[src/design/cptiu_pkg.sv]
package cptiu_pkg;

    // item commands
    localparam logic [1:0] CMD_WRITE = 2'd0;
    localparam logic [1:0] CMD_READ  = 2'd1;
    localparam logic [1:0] CMD_TICK  = 2'd2;

    // register window
    localparam logic [3:0] REG_PRA   = 4'd0;
    localparam logic [3:0] REG_PRB   = 4'd1;
    localparam logic [3:0] REG_DDRA  = 4'd2;
    localparam logic [3:0] REG_DDRB  = 4'd3;
    localparam logic [3:0] REG_TA_LO = 4'd4;
    localparam logic [3:0] REG_TA_HI = 4'd5;
    localparam logic [3:0] REG_TB_LO = 4'd6;
    localparam logic [3:0] REG_TB_HI = 4'd7;
    localparam logic [3:0] REG_SDR   = 4'd12;
    localparam logic [3:0] REG_ICR   = 4'd13;
    localparam logic [3:0] REG_CRA   = 4'd14;
    localparam logic [3:0] REG_CRB   = 4'd15;

    // control register bits
    localparam int CR_START    = 0;
    localparam int CR_ONESHOT  = 3;
    localparam int CR_LOAD     = 4;

    // interrupt control bits
    localparam int ICR_TA      = 0;
    localparam int ICR_TB      = 1;
    localparam int ICR_SETCLR  = 7;

    // port A bits feeding the serial lines
    localparam int PA_ATN      = 3;
    localparam int PA_CLK      = 4;
    localparam int PA_DATA     = 5;
    localparam int PA_CLK_IN   = 6;
    localparam int PA_DATA_IN  = 7;

    typedef struct packed {
        logic       wr_lo;
        logic       wr_hi;
        logic       wr_ctrl;
        logic       tick;
        logic [7:0] data;
        logic [7:0] cycles;
    } timer_ctl_t;

    typedef struct packed {
        logic [15:0] count;
        logic [7:0]  control;
        logic        underrun;
    } timer_sts_t;

endpackage

[src/design/cptiu_in_if.sv]
interface cptiu_in_if;
    logic       valid;
    logic       ready;
    logic [1:0] command;
    logic [3:0] reg_index;
    logic [7:0] write_data;
    logic [7:0] tick_cycles;
    logic       serial_data_line;
    logic       serial_clock_line;

    modport source (
        output valid, command, reg_index, write_data, tick_cycles,
               serial_data_line, serial_clock_line,
        input  ready
    );
    modport sink (
        input  valid, command, reg_index, write_data, tick_cycles,
               serial_data_line, serial_clock_line,
        output ready
    );
endinterface

[src/design/cptiu_out_if.sv]
interface cptiu_out_if;
    logic       valid;
    logic       ready;
    logic [7:0] read_data;
    logic       nmi_request;
    logic       ser_data_out;
    logic       ser_clock_out;
    logic       ser_atn_out;
    logic [1:0] video_bank;

    modport source (
        output valid, read_data, nmi_request, ser_data_out, ser_clock_out,
               ser_atn_out, video_bank,
        input  ready
    );
    modport sink (
        input  valid, read_data, nmi_request, ser_data_out, ser_clock_out,
               ser_atn_out, video_bank,
        output ready
    );
endinterface

[src/design/cptiu_timer.sv]
module cptiu_timer (
    input  logic                   clk,
    input  logic                   rst_n,
    input  cptiu_pkg::timer_ctl_t  ctl,
    output cptiu_pkg::timer_sts_t  sts
);
    import cptiu_pkg::*;

    logic [15:0]        latch_reg,   latch_next;
    logic signed [17:0] counter_reg, counter_next;
    logic [7:0]         control_reg, control_next;
    logic               run_reg,     run_next;
    logic               reload_reg,  reload_next;
    logic signed [17:0] diff;
    logic               expired;
    logic               underrun;

    // stored count never goes negative, so diff stays above -256
    assign diff    = counter_reg - $signed({10'd0, ctl.cycles});
    assign expired = diff[17] || (diff == 18'sd0);

    always_comb
    begin
        latch_next   = latch_reg;
        counter_next = counter_reg;
        control_next = control_reg;
        run_next     = run_reg;
        reload_next  = reload_reg;
        underrun     = 1'b0;

        if (ctl.wr_lo)
        begin
            latch_next[7:0] = ctl.data;
        end
        if (ctl.wr_hi)
        begin
            latch_next[15:8] = ctl.data;
        end
        if (ctl.wr_ctrl)
        begin
            control_next = ctl.data;
            run_next     = ctl.data[CR_START];
            reload_next  = !ctl.data[CR_ONESHOT];
            if (ctl.data[CR_LOAD])
            begin
                counter_next = $signed({2'b00, latch_reg});
            end
        end
        if (ctl.tick && run_reg)
        begin
            counter_next = diff;
            if (expired)
            begin
                underrun = 1'b1;
                if (reload_reg)
                begin
                    counter_next = $signed({2'b00, latch_reg});
                end
                else
                begin
                    counter_next = 18'sd0;
                    run_next     = 1'b0;
                end
            end
        end
    end

    assign sts.count    = counter_reg[15:0];
    assign sts.control  = control_reg;
    assign sts.underrun = underrun;

    always_ff @(posedge clk or negedge rst_n)
    begin
        if (!rst_n)
        begin
            latch_reg   <= '0;
            counter_reg <= '0;
            control_reg <= '0;
            run_reg     <= 1'b0;
            reload_reg  <= 1'b0;
        end
        else
        begin
            latch_reg   <= latch_next;
            counter_reg <= counter_next;
            control_reg <= control_next;
            run_reg     <= run_next;
            reload_reg  <= reload_next;
        end
    end

endmodule

[src/design/cia_port_timer_interrupt_unit.sv]
// Channel  Dir   Contents
// -------  ----  ---------------------------------------------------------
// req      in    command, reg_index, write_data, tick_cycles, line levels
// rsp      out   read_data, nmi_request, serial line drives, video_bank
//
// One item per cycle while rsp keeps up: the register update and the result are
// computed in the accept cycle and the result lands in the output register.
// The timer subtract/compare is the longest path.
// rst_n (async, active low) clears all ports, timers and interrupt state;
// the internal serial line state comes up released (all ones); the drives are not reset.
// A stalled result holds req.ready low until rsp takes it.
module cia_port_timer_interrupt_unit (
    input  logic         clk,
    input  logic         rst_n,
    cptiu_in_if.sink     req,
    cptiu_out_if.source  rsp
);
    import cptiu_pkg::*;

    // architectural state
    logic [7:0] pa_reg,    pa_next;
    logic [7:0] pb_reg,    pb_next;
    logic [7:0] ddra_reg,  ddra_next;
    logic [7:0] ddrb_reg,  ddrb_next;
    logic [7:0] sdr_reg,   sdr_next;
    logic [7:0] flags_reg, flags_next;
    logic [7:0] mask_reg,  mask_next;
    logic [1:0] nmi_reg,   nmi_next;
    logic [2:0] lines_reg, lines_next;

    // result register
    logic       out_valid_reg;
    logic [7:0] rd_reg,    rd_next;
    logic       nmi_out_reg;
    logic [2:0] lines_out_reg;
    logic [1:0] bank_reg;

    logic       accept;
    logic       is_wr, is_rd, is_tick;
    timer_ctl_t ctl_a, ctl_b;
    timer_sts_t sts_a, sts_b;

    assign req.ready = !out_valid_reg || rsp.ready;
    assign accept    = req.valid && req.ready;
    assign is_wr     = accept && (req.command == CMD_WRITE);
    assign is_rd     = accept && (req.command == CMD_READ);
    assign is_tick   = accept && (req.command == CMD_TICK);

    // timer write strobes
    always_comb
    begin
        ctl_a.wr_lo   = is_wr && (req.reg_index == REG_TA_LO);
        ctl_a.wr_hi   = is_wr && (req.reg_index == REG_TA_HI);
        ctl_a.wr_ctrl = is_wr && (req.reg_index == REG_CRA);
        ctl_a.tick    = is_tick;
        ctl_a.data    = req.write_data;
        ctl_a.cycles  = req.tick_cycles;
        ctl_b.wr_lo   = is_wr && (req.reg_index == REG_TB_LO);
        ctl_b.wr_hi   = is_wr && (req.reg_index == REG_TB_HI);
        ctl_b.wr_ctrl = is_wr && (req.reg_index == REG_CRB);
        ctl_b.tick    = is_tick;
        ctl_b.data    = req.write_data;
        ctl_b.cycles  = req.tick_cycles;
    end

    cptiu_timer u_timer_a (
        .clk   (clk),
        .rst_n (rst_n),
        .ctl   (ctl_a),
        .sts   (sts_a)
    );

    cptiu_timer u_timer_b (
        .clk   (clk),
        .rst_n (rst_n),
        .ctl   (ctl_b),
        .sts   (sts_b)
    );

    // read mux, sampled before this item's update
    always_comb
    begin
        unique case (req.reg_index)
            REG_PRA:
            begin
                rd_next             = pa_reg;
                rd_next[PA_DATA_IN] = !req.serial_data_line;
                rd_next[PA_CLK_IN]  = !req.serial_clock_line;
            end
            REG_PRB:   rd_next = pb_reg;
            REG_DDRA:  rd_next = ddra_reg;
            REG_DDRB:  rd_next = ddrb_reg;
            REG_TA_LO: rd_next = sts_a.count[7:0];
            REG_TA_HI: rd_next = sts_a.count[15:8];
            REG_TB_LO: rd_next = sts_b.count[7:0];
            REG_TB_HI: rd_next = sts_b.count[15:8];
            REG_SDR:   rd_next = sdr_reg;
            REG_ICR:   rd_next = flags_reg;
            REG_CRA:   rd_next = sts_a.control;
            REG_CRB:   rd_next = sts_b.control;
            default:   rd_next = 8'h00;  // time-of-day window
        endcase
        if (!is_rd)
        begin
            rd_next = 8'h00;
        end
    end

    // register and interrupt updates
    always_comb
    begin
        pa_next    = pa_reg;
        pb_next    = pb_reg;
        ddra_next  = ddra_reg;
        ddrb_next  = ddrb_reg;
        sdr_next   = sdr_reg;
        flags_next = flags_reg;
        mask_next  = mask_reg;
        nmi_next   = nmi_reg;
        lines_next = lines_reg;

        if (is_wr)
        begin
            unique case (req.reg_index)
                REG_PRA:
                begin
                    pa_next = req.write_data;
                    // only output-direction bits drive the lines
                    if (ddra_reg[PA_DATA])
                    begin
                        lines_next[0] = req.write_data[PA_DATA];
                    end
                    if (ddra_reg[PA_CLK])
                    begin
                        lines_next[1] = req.write_data[PA_CLK];
                    end
                    if (ddra_reg[PA_ATN])
                    begin
                        lines_next[2] = req.write_data[PA_ATN];
                    end
                end
                REG_PRB:  pb_next = req.write_data;
                REG_DDRA:
                begin
                    // input bits read back as pulled high
                    pa_next   = pa_reg | ~req.write_data;
                    ddra_next = req.write_data;
                end
                REG_DDRB:
                begin
                    pb_next   = ~req.write_data;
                    ddrb_next = req.write_data;
                end
                REG_SDR:  sdr_next = req.write_data;
                REG_ICR:
                begin
                    if (req.write_data[ICR_SETCLR])
                    begin
                        mask_next = mask_reg | req.write_data;
                    end
                    else
                    begin
                        mask_next = mask_reg & ~req.write_data;
                    end
                end
                default: ;  // timers handled in their own units, TOD ignored
            endcase
        end

        if (is_rd && (req.reg_index == REG_ICR))
        begin
            flags_next = 8'h00;
            nmi_next   = 2'b00;
        end

        if (sts_a.underrun)
        begin
            flags_next[ICR_TA] = 1'b1;
            if (mask_reg[ICR_TA])
            begin
                flags_next[ICR_SETCLR] = 1'b1;
                nmi_next[0]            = 1'b1;
            end
        end
        if (sts_b.underrun)
        begin
            flags_next[ICR_TB] = 1'b1;
            if (mask_reg[ICR_TB])
            begin
                flags_next[ICR_SETCLR] = 1'b1;
                nmi_next[1]            = 1'b1;
            end
        end
    end

    always_ff @(posedge clk or negedge rst_n)
    begin
        if (!rst_n)
        begin
            pa_reg        <= '0;
            pb_reg        <= '0;
            ddra_reg      <= '0;
            ddrb_reg      <= '0;
            sdr_reg       <= '0;
            flags_reg     <= '0;
            mask_reg      <= '0;
            nmi_reg       <= '0;
            lines_reg     <= '1;
            out_valid_reg <= 1'b0;
        end
        else
        begin
            pa_reg        <= pa_next;
            pb_reg        <= pb_next;
            ddra_reg      <= ddra_next;
            ddrb_reg      <= ddrb_next;
            sdr_reg       <= sdr_next;
            flags_reg     <= flags_next;
            mask_reg      <= mask_next;
            nmi_reg       <= nmi_next;
            lines_reg     <= lines_next;
            if (accept)
            begin
                out_valid_reg <= 1'b1;
            end
            else if (rsp.ready)
            begin
                out_valid_reg <= 1'b0;
            end
        end
    end

    // result payload: read data from before this item's update, the rest from after it
    always_ff @(posedge clk)
    begin
        if (accept)
        begin
            rd_reg        <= rd_next;
            nmi_out_reg   <= |nmi_next;
            lines_out_reg <= lines_next;
            bank_reg      <= ~pa_next[1:0];
        end
    end

    assign rsp.valid         = out_valid_reg;
    assign rsp.read_data     = rd_reg;
    assign rsp.nmi_request   = nmi_out_reg;
    assign rsp.ser_data_out  = lines_out_reg[0];
    assign rsp.ser_clock_out = lines_out_reg[1];
    assign rsp.ser_atn_out   = lines_out_reg[2];
    assign rsp.video_bank    = bank_reg;

    // a pending NMI always shows up in the flag summary bit
    a_nmi_flag: assert property (@(posedge clk) disable iff (!rst_n)
        (nmi_reg != 2'b00) |-> flags_reg[ICR_SETCLR])
        else $error("nmi pending without flag summary bit");

    // reading the interrupt register clears the flags and the pending NMIs
    a_icr_clear: assert property (@(posedge clk) disable iff (!rst_n)
        (is_rd && (req.reg_index == REG_ICR)) |=>
            ((nmi_reg == 2'b00) && (flags_reg == 8'h00)))
        else $error("interrupt read did not clear flags");

    // a held result blocks new items
    a_backpressure: assert property (@(posedge clk) disable iff (!rst_n)
        (rsp.valid && !rsp.ready) |-> !req.ready)
        else $error("item accepted while result stalled");

    // the result reflects the NMI state left by its item
    a_nmi_out: assert property (@(posedge clk) disable iff (!rst_n)
        accept |=> (rsp.nmi_request == (nmi_reg != 2'b00)))
        else $error("nmi_request out of step with state");

endmodule
[src/flat_wrapper.sv]
// flat-port wrapper written by rule: the top's interface ports become plain ports
module cia_port_timer_interrupt_unit_flat import cptiu_pkg::*;
  (clk, rst_n, req_valid, req_command, req_reg_index, req_write_data, req_tick_cycles, req_serial_data_line, req_serial_clock_line, req_ready, rsp_valid, rsp_read_data, rsp_nmi_request, rsp_ser_data_out, rsp_ser_clock_out, rsp_ser_atn_out, rsp_video_bank, rsp_ready);
  cptiu_in_if req_i ();
  cptiu_out_if rsp_i ();
  input  logic clk;
  input  logic rst_n;
  input wire logic [$bits(req_i.valid)-1:0] req_valid;
  input wire logic [$bits(req_i.command)-1:0] req_command;
  input wire logic [$bits(req_i.reg_index)-1:0] req_reg_index;
  input wire logic [$bits(req_i.write_data)-1:0] req_write_data;
  input wire logic [$bits(req_i.tick_cycles)-1:0] req_tick_cycles;
  input wire logic [$bits(req_i.serial_data_line)-1:0] req_serial_data_line;
  input wire logic [$bits(req_i.serial_clock_line)-1:0] req_serial_clock_line;
  output wire logic [$bits(req_i.ready)-1:0] req_ready;
  output wire logic [$bits(rsp_i.valid)-1:0] rsp_valid;
  output wire logic [$bits(rsp_i.read_data)-1:0] rsp_read_data;
  output wire logic [$bits(rsp_i.nmi_request)-1:0] rsp_nmi_request;
  output wire logic [$bits(rsp_i.ser_data_out)-1:0] rsp_ser_data_out;
  output wire logic [$bits(rsp_i.ser_clock_out)-1:0] rsp_ser_clock_out;
  output wire logic [$bits(rsp_i.ser_atn_out)-1:0] rsp_ser_atn_out;
  output wire logic [$bits(rsp_i.video_bank)-1:0] rsp_video_bank;
  input wire logic [$bits(rsp_i.ready)-1:0] rsp_ready;
  assign req_i.valid = req_valid;
  assign req_i.command = req_command;
  assign req_i.reg_index = req_reg_index;
  assign req_i.write_data = req_write_data;
  assign req_i.tick_cycles = req_tick_cycles;
  assign req_i.serial_data_line = req_serial_data_line;
  assign req_i.serial_clock_line = req_serial_clock_line;
  assign req_ready = req_i.ready;
  assign rsp_valid = rsp_i.valid;
  assign rsp_read_data = rsp_i.read_data;
  assign rsp_nmi_request = rsp_i.nmi_request;
  assign rsp_ser_data_out = rsp_i.ser_data_out;
  assign rsp_ser_clock_out = rsp_i.ser_clock_out;
  assign rsp_ser_atn_out = rsp_i.ser_atn_out;
  assign rsp_video_bank = rsp_i.video_bank;
  assign rsp_i.ready = rsp_ready;
  cia_port_timer_interrupt_unit u_core (.clk(clk), .rst_n(rst_n), .req(req_i), .rsp(rsp_i));
endmodule
[config.mk]
export PLATFORM = sky130hd
export DESIGN_NAME = cia_port_timer_interrupt_unit_flat
export DESIGN_NICKNAME = d
export VERILOG_FILES = /design/src/design/cptiu_pkg.sv /design/src/design/cptiu_in_if.sv /design/src/design/cptiu_out_if.sv /design/src/design/cptiu_timer.sv /design/src/design/cia_port_timer_interrupt_unit.sv /design/src/flat_wrapper.sv
export SDC_FILE = /design/constraint.sdc
export NUM_CORES = 1
export LEC_CHECK = 0
export BUFFER_PORTS_ARGS = -buffer_cell sky130_fd_sc_hd__buf_2
export CORE_ASPECT_RATIO = 1.5
export CORE_MARGIN = 2
export CORE_UTILIZATION = 24
export DETAILED_ROUTE_END_ITERATION = 16
export GPL_ROUTABILITY_DRIVEN = 0
export GPL_TIMING_DRIVEN = 0
export PLACE_DENSITY_LB_ADDON = 0.05
export SKIP_LAST_GASP = 1
export SLEW_MARGIN = 20
export SYNTH_ARGS = -nofsm -noshare
export SYNTH_HDL_FRONTEND = slang
export SYNTH_SLANG_ARGS = --single-unit
[constraint.sdc]
create_clock -name clk -period 3.15 [get_ports clk]
set_input_delay 0.1575 -clock clk [delete_from_list [all_inputs] [get_ports clk]]
set_output_delay 0.1575 -clock clk [all_outputs]
set_load 0.02 [all_outputs]
; After elaboration in Yosys (flattened, before gate mapping)
; Cells that the tools add are included.
; Widths: inputs -> output; s select.
[totals]
register_bits = 159
in_bits = 28
[classes]
mux = 46
n_eq_ne = 13
n_reduce_logical = 42
bitwise = 5
n_addsub = 2
[op_table]
columns = cell, n
row1 = $mux 18, 8
row2 = $pmux 8 s12, 1
row3 = $logic_not 18->1, 2
row4 = $sub 18x9->18, 2
row5 = $mux 16, 2
row6 = $pmux 8 s2, 2
row7 = $mux 1, 27
row8 = $reduce_bool 2->1, 9
row9 = $eq 4x3->1 const B, 4
row10 = $eq 4x4->1 const B, 4
row11 = $mux 8, 2
row12 = $or 8x8->8, 2
row13 = $reduce_and 2->1, 8
row14 = $logic_and 1x1->1, 13
row15 = $and 8x8->8, 1
row16 = $eq 4x2->1 const B, 2
row17 = $not 8->8, 1
row18 = $mux 3, 2
row19 = $eq 4x1->1 const B, 1
row20 = $logic_not 1->1, 4
row21 = $logic_not 4->1, 1
row22 = $mux 2, 2
row23 = $logic_or 1x1->1, 3
row24 = $eq 2x1->1 const B, 1
row25 = other kinds (4), 4

; Logic depth before layout (Yosys ltp)
; Gate-level depths: netlist of run 1.
[logic_depth]
word_depth = 10
depth_mapped = 12
depth_no_buf = 11

; Cells and area by module
; From an unflattened synthesis of run 1, not the netlist that was laid out.
[hier_totals]
hier_cells = 882
area_unflattened_um2 = 9201.3
[by_module_without_submodules]
columns = mod, cells_per_inst, area_per_inst_um2, seq_area_each_um2, instances
row1 = cptiu_timer, 275, 2817.7, 1101.1, 2
row2 = cia_port_timer_interrupt_unit, 332, 3565.9, 1650.3, 1

; Worst setup path before layout of run 1
; Ideal clock, no wire load.
[synth_path]
path_kind = register to register
startpoint = reg u_core.u_timer_b.counter_reg[0]
endpoint = reg u_core.nmi_out_reg (netlist: u_core.rsp.nmi_request) (data pin)
stages_incl_launch_ff = 12
slack_ps = 272
n_path_buf = 0
t_arrival_ps = 2617
path_cell_list = dfrtp_1 > inv_1 > ha_1 > fa_1 > nand2b_1 > a211o_1 > a31oi_2 > nor3_2 > mux2i_1 > nor4b_4 > o21a_1 > a221o_1
[synth_between]
elab_chain_cells = 7
[synth_rtl]
columns = item, line
row1 = from (decl), cptiu_timer.sv:10  ; logic signed [17:0] counter_reg, counter_next;
row2 = from (signal assigned), cptiu_timer.sv:85  ; counter_reg <= counter_next;
row3 = $sub 18x9->18 *, cptiu_timer.sv:19  ; assign diff = counter_reg - $signed({10'd0, ctl.cycles});
row4 = $logic_not 18->1, cptiu_timer.sv:20  ; assign expired = diff[17] || (diff == 18'sd0);
row5 = $logic_or 1x1->1 *, cptiu_timer.sv:20
row6 = $mux 1 *, cptiu_timer.sv:52  ; if (expired)
row7 = $mux 1 *, cptiu_timer.sv:49  ; if (ctl.tick && run_reg)
row8 = $mux 1 *, cia_port_timer_interrupt_unit.sv:185  ; if (sts_b.underrun)
row9 = $reduce_or 2->1 *, cia_port_timer_interrupt_unit.sv:239  ; nmi_out_reg <= |nmi_next;
row10 = to (signal assigned), cia_port_timer_interrupt_unit.sv:239
row11 = to (decl), cia_port_timer_interrupt_unit.sv:34  ; logic nmi_out_reg;
; Every way passes the cells marked *; elsewhere a longest branch is shown, timed or not.
; A chain may end at the register's enable or synchronous reset.

; Worst setup path in the final report of run 1
[layout_path]
startpoint = reg u_core.u_timer_a.counter_reg[3]
endpoint = reg u_core.nmi_out_reg (netlist: u_core.rsp.nmi_request) (data pin)
[layout_between]
elab_chain_cells = 7
[layout_rtl]
columns = item, line
row1 = from (decl), cptiu_timer.sv:10
row2 = from (signal assigned), cptiu_timer.sv:85
row3 = $sub 18x9->18 *, cptiu_timer.sv:19
row4 = $logic_not 18->1, cptiu_timer.sv:20
row5 = $logic_or 1x1->1 *, cptiu_timer.sv:20
row6 = $mux 1 *, cptiu_timer.sv:52
row7 = $mux 1 *, cptiu_timer.sv:49
row8 = $mux 1 *, cia_port_timer_interrupt_unit.sv:176  ; if (sts_a.underrun)
row9 = $reduce_or 2->1 *, cia_port_timer_interrupt_unit.sv:239
; Marks and branches as above.

==> metrics.md, run 1 <==
| Metric | Value |
|---|---|
| Status | finished, final reports clean |
| Vias in the first global route | ~7700 |
| FP Rows | 86 |
| Worst-path clk slew | 0.07 ns |
| Post-Layout Cell Count | 1485 |
| Most frequent cells in the layout | 132 x dfrtp_1, 96 x nand2_1, 70 x mux2_2, 67 x nor2_1, 46 x a21oi_1 |
| Most common cell after layout, fill and taps aside | dfrtp_1 |
| Setup CP Type | register to register |
| CP required | about 3.3 ns |
| Data arrival, critical path | 3.30 ns |
| Cell variety after synth | 83 |
| Post-Syn Instances | between 900 and 1000 |
| Setup Skew | 0.0118 ns |
| Vias/cell | around 5.0 |
| Final min period | 3.12 ns |
| Slew Limit Fails | 0 |
| Die height | around 240 um |
| Worst-Margin Slew | around 1.2 ns |
| Placed cell count | approximately 1400 |
| Area grow syn2layout | 20.7% |
| Routed len/inst | around 24 um |
| Compound-cell area share of the yosys netlist | a little under a fifth |
| Ant. Diodes | 0 |
| Pre-Repair DR Iteration Count | 5 |
| Final setup vio count | 0 |
| Worst setup margin | roughly 0.034 ns |
| Period utilization | 98.9% |
| Dpl ws | -0.583 ns |
| Worst-Skew Late Latency | around 0.44 ns |
| HPWL Detailed | 26500 um |
| Layout cell share with drive strength beyond 1 | 23.2% |
| Number of port buffers | 39 |
| Tot GR Track Use | roughly a fifth |
| GR Overflow Total | 0 |
| Seq/Total Area, Yosys | a little over two fifths |
| Largest family of logic cells by synthesized area | compound AO/OA/AOI/OAI gates |
| Initial antenna violation count | 0 |
| Multiplexer share of the synthesized area | a little over a tenth |
| Mean post-synth cell area | 9.74 um^2 |
| Critical path capture point type | register |
| Post-route DRC violation count | 0 |
| Core area | between 30000 and 40000 um^2 |
| Hold slack | a little over 0.02 ns |
| Post-synth top area share | 38.0% |
| Sink Count | between 150 and 200 |
| Die footprint | around 38000 um^2 |
| DIE WIDTH | ~160 um |
| Synth Area in XOR/XNOR | roughly 3.6% |
| Num CTS Buffers | 17 |
| Final ANT Viol Nets | 0 |
| Adder-cell share of the synthesized area | under 10% |
| Total of warnings raised by yosys | 0 |
| Synth Register Bits | around 150 |
| Largest net degree at the start of global routing | 83 |
| Hold Path Class | primary input to register |
| Drt total wl | about 36000 um |
| Final hold violation count | 0 |
| Maximum achievable frequency | ~0.32 GHz |
| Area leader, netlist | dfrtp_1 |
| Worst rel slew slack | between 10% and 20% |
| Initial DRC count | 450 |
| Maximum clock path buffer count | 2 |
| Max Cap Viol | 0 |
| Routed vias | about 7400 |
| Root buffer cell | clkbuf_16 |
| Setup crit start kind | register |
| H-tree depth | 4 |
| Synthesized area | approximately 8800 um^2 |
| Max VDD drop | between 0.4 and 0.5 mV |
| Top_reg_cell synth | dfrtp_1 |
| Nets@finish | around 1000 |
| Async S/R FF share, synth | 90.7% |
| Ranking of synthesized cells by area | dfrtp_1 38%, mux2_2 8.9%, edfxtp_1 4.8% |
| P per Cell Area | 687 nW/um^2 |
| First-pass GRT wire length | 52800 um |
| Critical Path Fanout Max | 10 |
| RSZ-0062 raised after global routing | yes |
| TritonCTS clock tree | built |
| I/O pin count | 44 |
| Number of synthesized flops with an enable pin | 14 |
| Starting Density | 24.2% |
| Leak | around 0.0046 uW |
| Post-synthesis simple-gate area fraction | about 17% |
| Net Count, Synth | around 950 |
[area by class of cell]
type	count	area, um^2
Tap cell	484	606
Multi-Input combinational cell	676	4810
Sequential cell	151	3850
Inverter	22	82.6
Timing Repair Buffer	62	403
Clock buffer	19	443
Buffer	58	274
Clock inverter	13	196
Fill cell	3882	25800
[worst paths after layout]
path,start,endpoint,slack (ns),cells past startpoint
hold reg to reg,u_core.u_timer_b.control_reg[1]$_DFFE_PN0P_,u_core.u_timer_b.control_reg[1]$_DFFE_PN0P_,0.49,2
hold / removal,req_write_data[5],u_core.sdr_reg[5]$_DFFE_PN0P_,0.02,2
setup reg to reg,u_core.u_timer_a.counter_reg[3]$_DFFE_PN0P_,u_core.rsp.nmi_request$_DFFE_PP_,0.03,11
max in group asynchronous,rst_n,u_core.lines_reg[1]$_DFF_PN1_,2.07,3
min in group asynchronous,rst_n,u_core.u_timer_a.control_reg[2]$_DFFE_PN0P_,0.24,2
setup / recovery,u_core.u_timer_a.counter_reg[3]$_DFFE_PN0P_,u_core.rsp.nmi_request$_DFFE_PP_,0.03,11
[Yosys cell counts (13+ instances only)]
cell type	n
dfrtp_1	134
o21ai_0	42
o22ai_1	13
edfxtp_1	14
nand2b_1	13
clkbuf_1	43
xnor2_1	22
ha_1	16
nor3_1	32
nand3_1	24
nor2_1	69
inv_1	22
mux2_2	70
a21oi_1	47
nand2_1	97
[per-stage QoR]
step	utilization [%]	TNS, ns	total power [uW]	area (um^2)
after floorplan	-	0	4050	8830
after global routing	29.2	-0.367	7770	10700
after detailed placement	26.5	-11.28	4850	9670
after CTS	28.8	-0.0608	7270	10500
after global placement	26.4	-80.86	4870	9640
final	29.2	0	7330	10700
[layer usage]
metal / track usage, % / vias to the layer above / share of wire, % / routed length, um
met4: 7.70 / 0 / 3.5 / 1230
met1: 22.9 / 3718 / 43 / 15200
met3: 2.90 / 45 / 2.5 / 879
met5: 0 / - / 0 / 0
met2: 33.6 / 141 / 51 / 18300
li1: - / 3501 / - / -
[power by group]
group	total (uW)	internal, uW	leakage (uW)	switching [uW]
Sequential	2640	2270	0.00192	372
Combinational	2420	1030	0.00234	1400
Clock	2270	1360	0.000298	910
Total	7330	4650	0.00456	2680
[cells by family (layout without fill, tap and decap cells)]
logic type | count (synthesis) | count (layout)
DFF | 151 | 151
adders and majority gates | 18 | 18
AOI/OAI and AO/OA | 231 | 231
xor gates and xnor gates | 35 | 35
buffers and inverters | 80 | 174
muxes | 82 | 82
and+or+nand+nor | 310 | 310
[what timing repair did]
item	4_1_cts	5_1_grt
gates resized for setup	19	23
pin swaps	7	10
hold buffers	2	0
buffers inserted	12	8
setup endpoints to repair	40	36
endpoints found under the hold margin	56	0
[critical path: stages (launching register included)]
cell and delay, ns:
dfrtp_1 0.45, ha_1 0.32, buf_6 0.14, a21oi_2 0.11, nor2b_1 0.11, or4_4 0.49, a21oi_2 0.18, xor2_2 0.27
nor4_4 0.10, o21a_1 0.19, buf_6 0.15, a221o_1 0.35
Note: power is estimated with default switching activity, not from simulation.
==> inputs of run 2 (changes only) <==
- CORE_ASPECT_RATIO: 1.5 -> 1.4
==> run 2 against run 1 <==
Net effect:
- hold slack improved by 0.022 ns
- first-iteration DRC count increased by 5.6%
- global-route usage decreased by 0.11 points
- register-to-register slack gained 0.07 ns
- setup slack better by 0.075 ns
- clock power barely moved
- routed wire length rose by 0.20%
- final cell count down 0.94%
- highest routed layer unchanged
==> metrics.md, run 2 (synthesis gave the netlist of run 1 again) <==
| Metric | Value |
|---|---|
| Tot Pwr | roughly 7400 uW |
| Fill cell count | between 3000 and 4000 |
| Worst-Skew Late Latency | around 0.45 ns |
| Data arrival, critical path | 3.24 ns |
| First-pass GRT wire length | between 50000 and 60000 um |
| Starting Density | between 20% and 30% |
| Vias in the first global route | between 7000 and 8000 |
| Post-Layout Cell Count | ~1500 |
| Multi-input gate area | a little under 5000 um^2 |
| Routed vias | around 7500 |
| Nets@finish | between 1000 and 1500 |
| Vias/cell | 5.07 |
| Setup crit start kind | register |
| Final hold violation count | 0 |
| Placed cell count | 1414 |
| Max VDD drop | around 0.38 mV |
| Worst rel slew slack | about 33% |
| WL met1 | 15300 um |
| FP Rows | 83 |
| Pint | 4760 uW |
| Tot GR Track Use | 18.9% |
| Final ANT Viol Nets | 0 |
| Final min period | 3.04 ns |
| Largest net degree at the start of global routing | 77 |
| Setup Skew | between 0.01 and 0.015 ns |
| Worst-Margin Slew | ~1 ns |
| DIE WIDTH | 166 um |
| H-tree depth | 4 |
| Period utilization | between 90% and 100% |
| Most common cell after layout, fill and taps aside | dfrtp_1 |
| Clk pwr share | a little under a third |
| Maximum clock path buffer count | 2 |
| GR Overflow Total | 0 |
| Switching Share | a little over a third |
| Ant. Diodes | 0 |
| Maximum achievable frequency | ~0.33 GHz |
| HPWL Detailed | between 20000 and 30000 um |
| Sequential share of power | between 30% and 40% |
| Critical path capture point type | register |
| Root buffer cell | clkbuf_16 |
| Most frequent cells in the layout | 129 x dfrtp_1, 96 x nand2_1, 70 x mux2_2, 67 x nor2_1, 45 x clkbuf_1 |
| Setup CP Type | register to register |
| Area grow syn2layout | 21.8% |
| Die footprint | about 38000 um^2 |
| Comb pwr share | 33.8% |
| Num CTS Buffers | 17 |
| Placed cell area | just under 10000 um^2 |
| Max Cap Viol | 0 |
| Post-route DRC violation count | 0 |
| Slew Limit Fails | 0 |
| Core area | roughly 36000 um^2 |
| Met3 WL | roughly 830 um |
| Met2 wire length | around 18000 um |
| I/O pin count | between 40 and 50 |
| Net load switching power | roughly 2700 uW |
| Leak | approximately 0.0046 uW |
| CP required | ~3.4 ns |
| Critical Path Fanout Max | 6 |
| Initial antenna violation count | 1 |
| Routed len/inst | roughly 24 um |
| P per Cell Area | between 600 and 700 nW/um^2 |
| Hold Path Class | primary input to register |
| Layout cell share with drive strength beyond 1 | between 20% and 30% |
| Hold slack | around 0.042 ns |
| Drt total wl | 35700 um |
| Top routing layer used | met4 |
| TritonCTS clock tree | built |
| Design area | between 10000 and 15000 um^2 |
| Sequential cell area | between 3000 and 4000 um^2 |
| RSZ-0062 raised after global routing | yes |
| Initial DRC count | around 480 |
| Pre-Repair DR Iteration Count | 6 |
| Die height | 231 um |
| Status | finished, final reports clean |
| Sink Count | 151 |
| Final setup vio count | 0 |
| Number of port buffers | 39 |
| Worst-path clk slew | ~0.06 ns |
[run 2: changes by cell type in the layout (fill, tap and decap cells not counted), moves of 3 or more]
cell	previous run	this run
clkbuf_1	42	45
clkinvlp_4	4	0
dfrtp_2	2	5
dfrtp_1	132	129
clkinv_4	3	0
clkinv_2	0	5
[run 2: repair_timing]
item                                   in CTS  in global routing
gates cloned                                0                  1
buffers inserted                            9                 13
hold buffers                                2                  0
setup endpoints to repair                  40                 37
endpoints found under the hold margin      62                  0
pin swaps                                   6                 13
gates resized for setup                    18                 39
[run 2: worst max-delay path: stages (launching register included)]
cell and delay (ns):
dfrtp_1 0.34, inv_1 0.06, ha_2 0.18, fa_2 0.35, nand2b_4 0.15, a211o_1 0.31
a31oi_4 0.27, nor3_4 0.07, mux2i_2 0.25, nor4b_4 0.07, buf_4 0.16, o21a_4 0.25
a221o_1 0.31
[run 2: power by group through the flow]
stage | logic, uW | clock network [uW] | registers, uW
2_1_floorplan | 1570 | 0 | 2480
3_3_place_gp | 2180 | 0 | 2690
3_5_place_dp | 2170 | 0 | 2690
4_1_cts | 2290 | 2340 | 2650
5_1_grt | 2780 | 2420 | 2680
6_report | 2520 | 2280 | 2650
[run 2: routing by layer]
| metal | global-route usage (%) | up-vias |
|---|---|---|
| met2 | 33.4 | 150 |
| li1 | - | 3512 |
| met5 | 0 | - |
| met1 | 23.0 | 3751 |
| met3 | 2.22 | 39 |
| met4 | 8.21 | 0 |
[run 2: final timing paths]
| kind | start | end | slack (ns) | cells past startpoint |
|---|---|---|---|---|
| hold reg to reg | u_core.u_timer_b.control_reg[2]$_DFFE_PN0P_ | u_core.u_timer_b.control_reg[2]$_DFFE_PN0P_ | 0.48 | 2 |
| min in group asynchronous | rst_n | u_core.u_timer_b.control_reg[2]$_DFFE_PN0P_ | 0.24 | 2 |
| hold / removal | req_write_data[2] | u_core.pb_reg[2]$_DFFE_PN0P_ | 0.04 | 3 |
| max in group asynchronous | rst_n | u_core.u_timer_a.counter_reg[7]$_DFFE_PN0P_ | 2.10 | 3 |
| setup / recovery | u_core.u_timer_b.counter_reg[0]$_DFFE_PN0P_ | u_core.rsp.nmi_request$_DFFE_PP_ | 0.11 | 12 |
| setup reg to reg | u_core.u_timer_b.counter_reg[0]$_DFFE_PN0P_ | u_core.rsp.nmi_request$_DFFE_PP_ | 0.11 | 12 |
[run 2: layout make-up]
| class | instances | share of cell area (%) |
|---|---|---|
| Multi-Input combinational cell | 676 | 45.5 |
| Sequential cell | 151 | 35.9 |
| Tap cell | 467 | 5.43 |
| Clock buffer | 23 | 4.55 |
| Timing Repair Buffer | 65 | 3.93 |
| Buffer | 58 | 2.63 |
| Clock inverter | 9 | 1.35 |
| Inverter | 22 | 0.768 |
[run 2: metrics by stage]
stage,util (%),setup WS (ns),TNS [ns]
after floorplan,-,0.272,0
after global placement,26.4,-0.872,-84.13
after detailed placement,26.5,-0.604,-10.91
after CTS,28.7,-0.0531,-0.0916
after global routing,29.5,-0.0385,-0.138
final,29.5,0.109,0
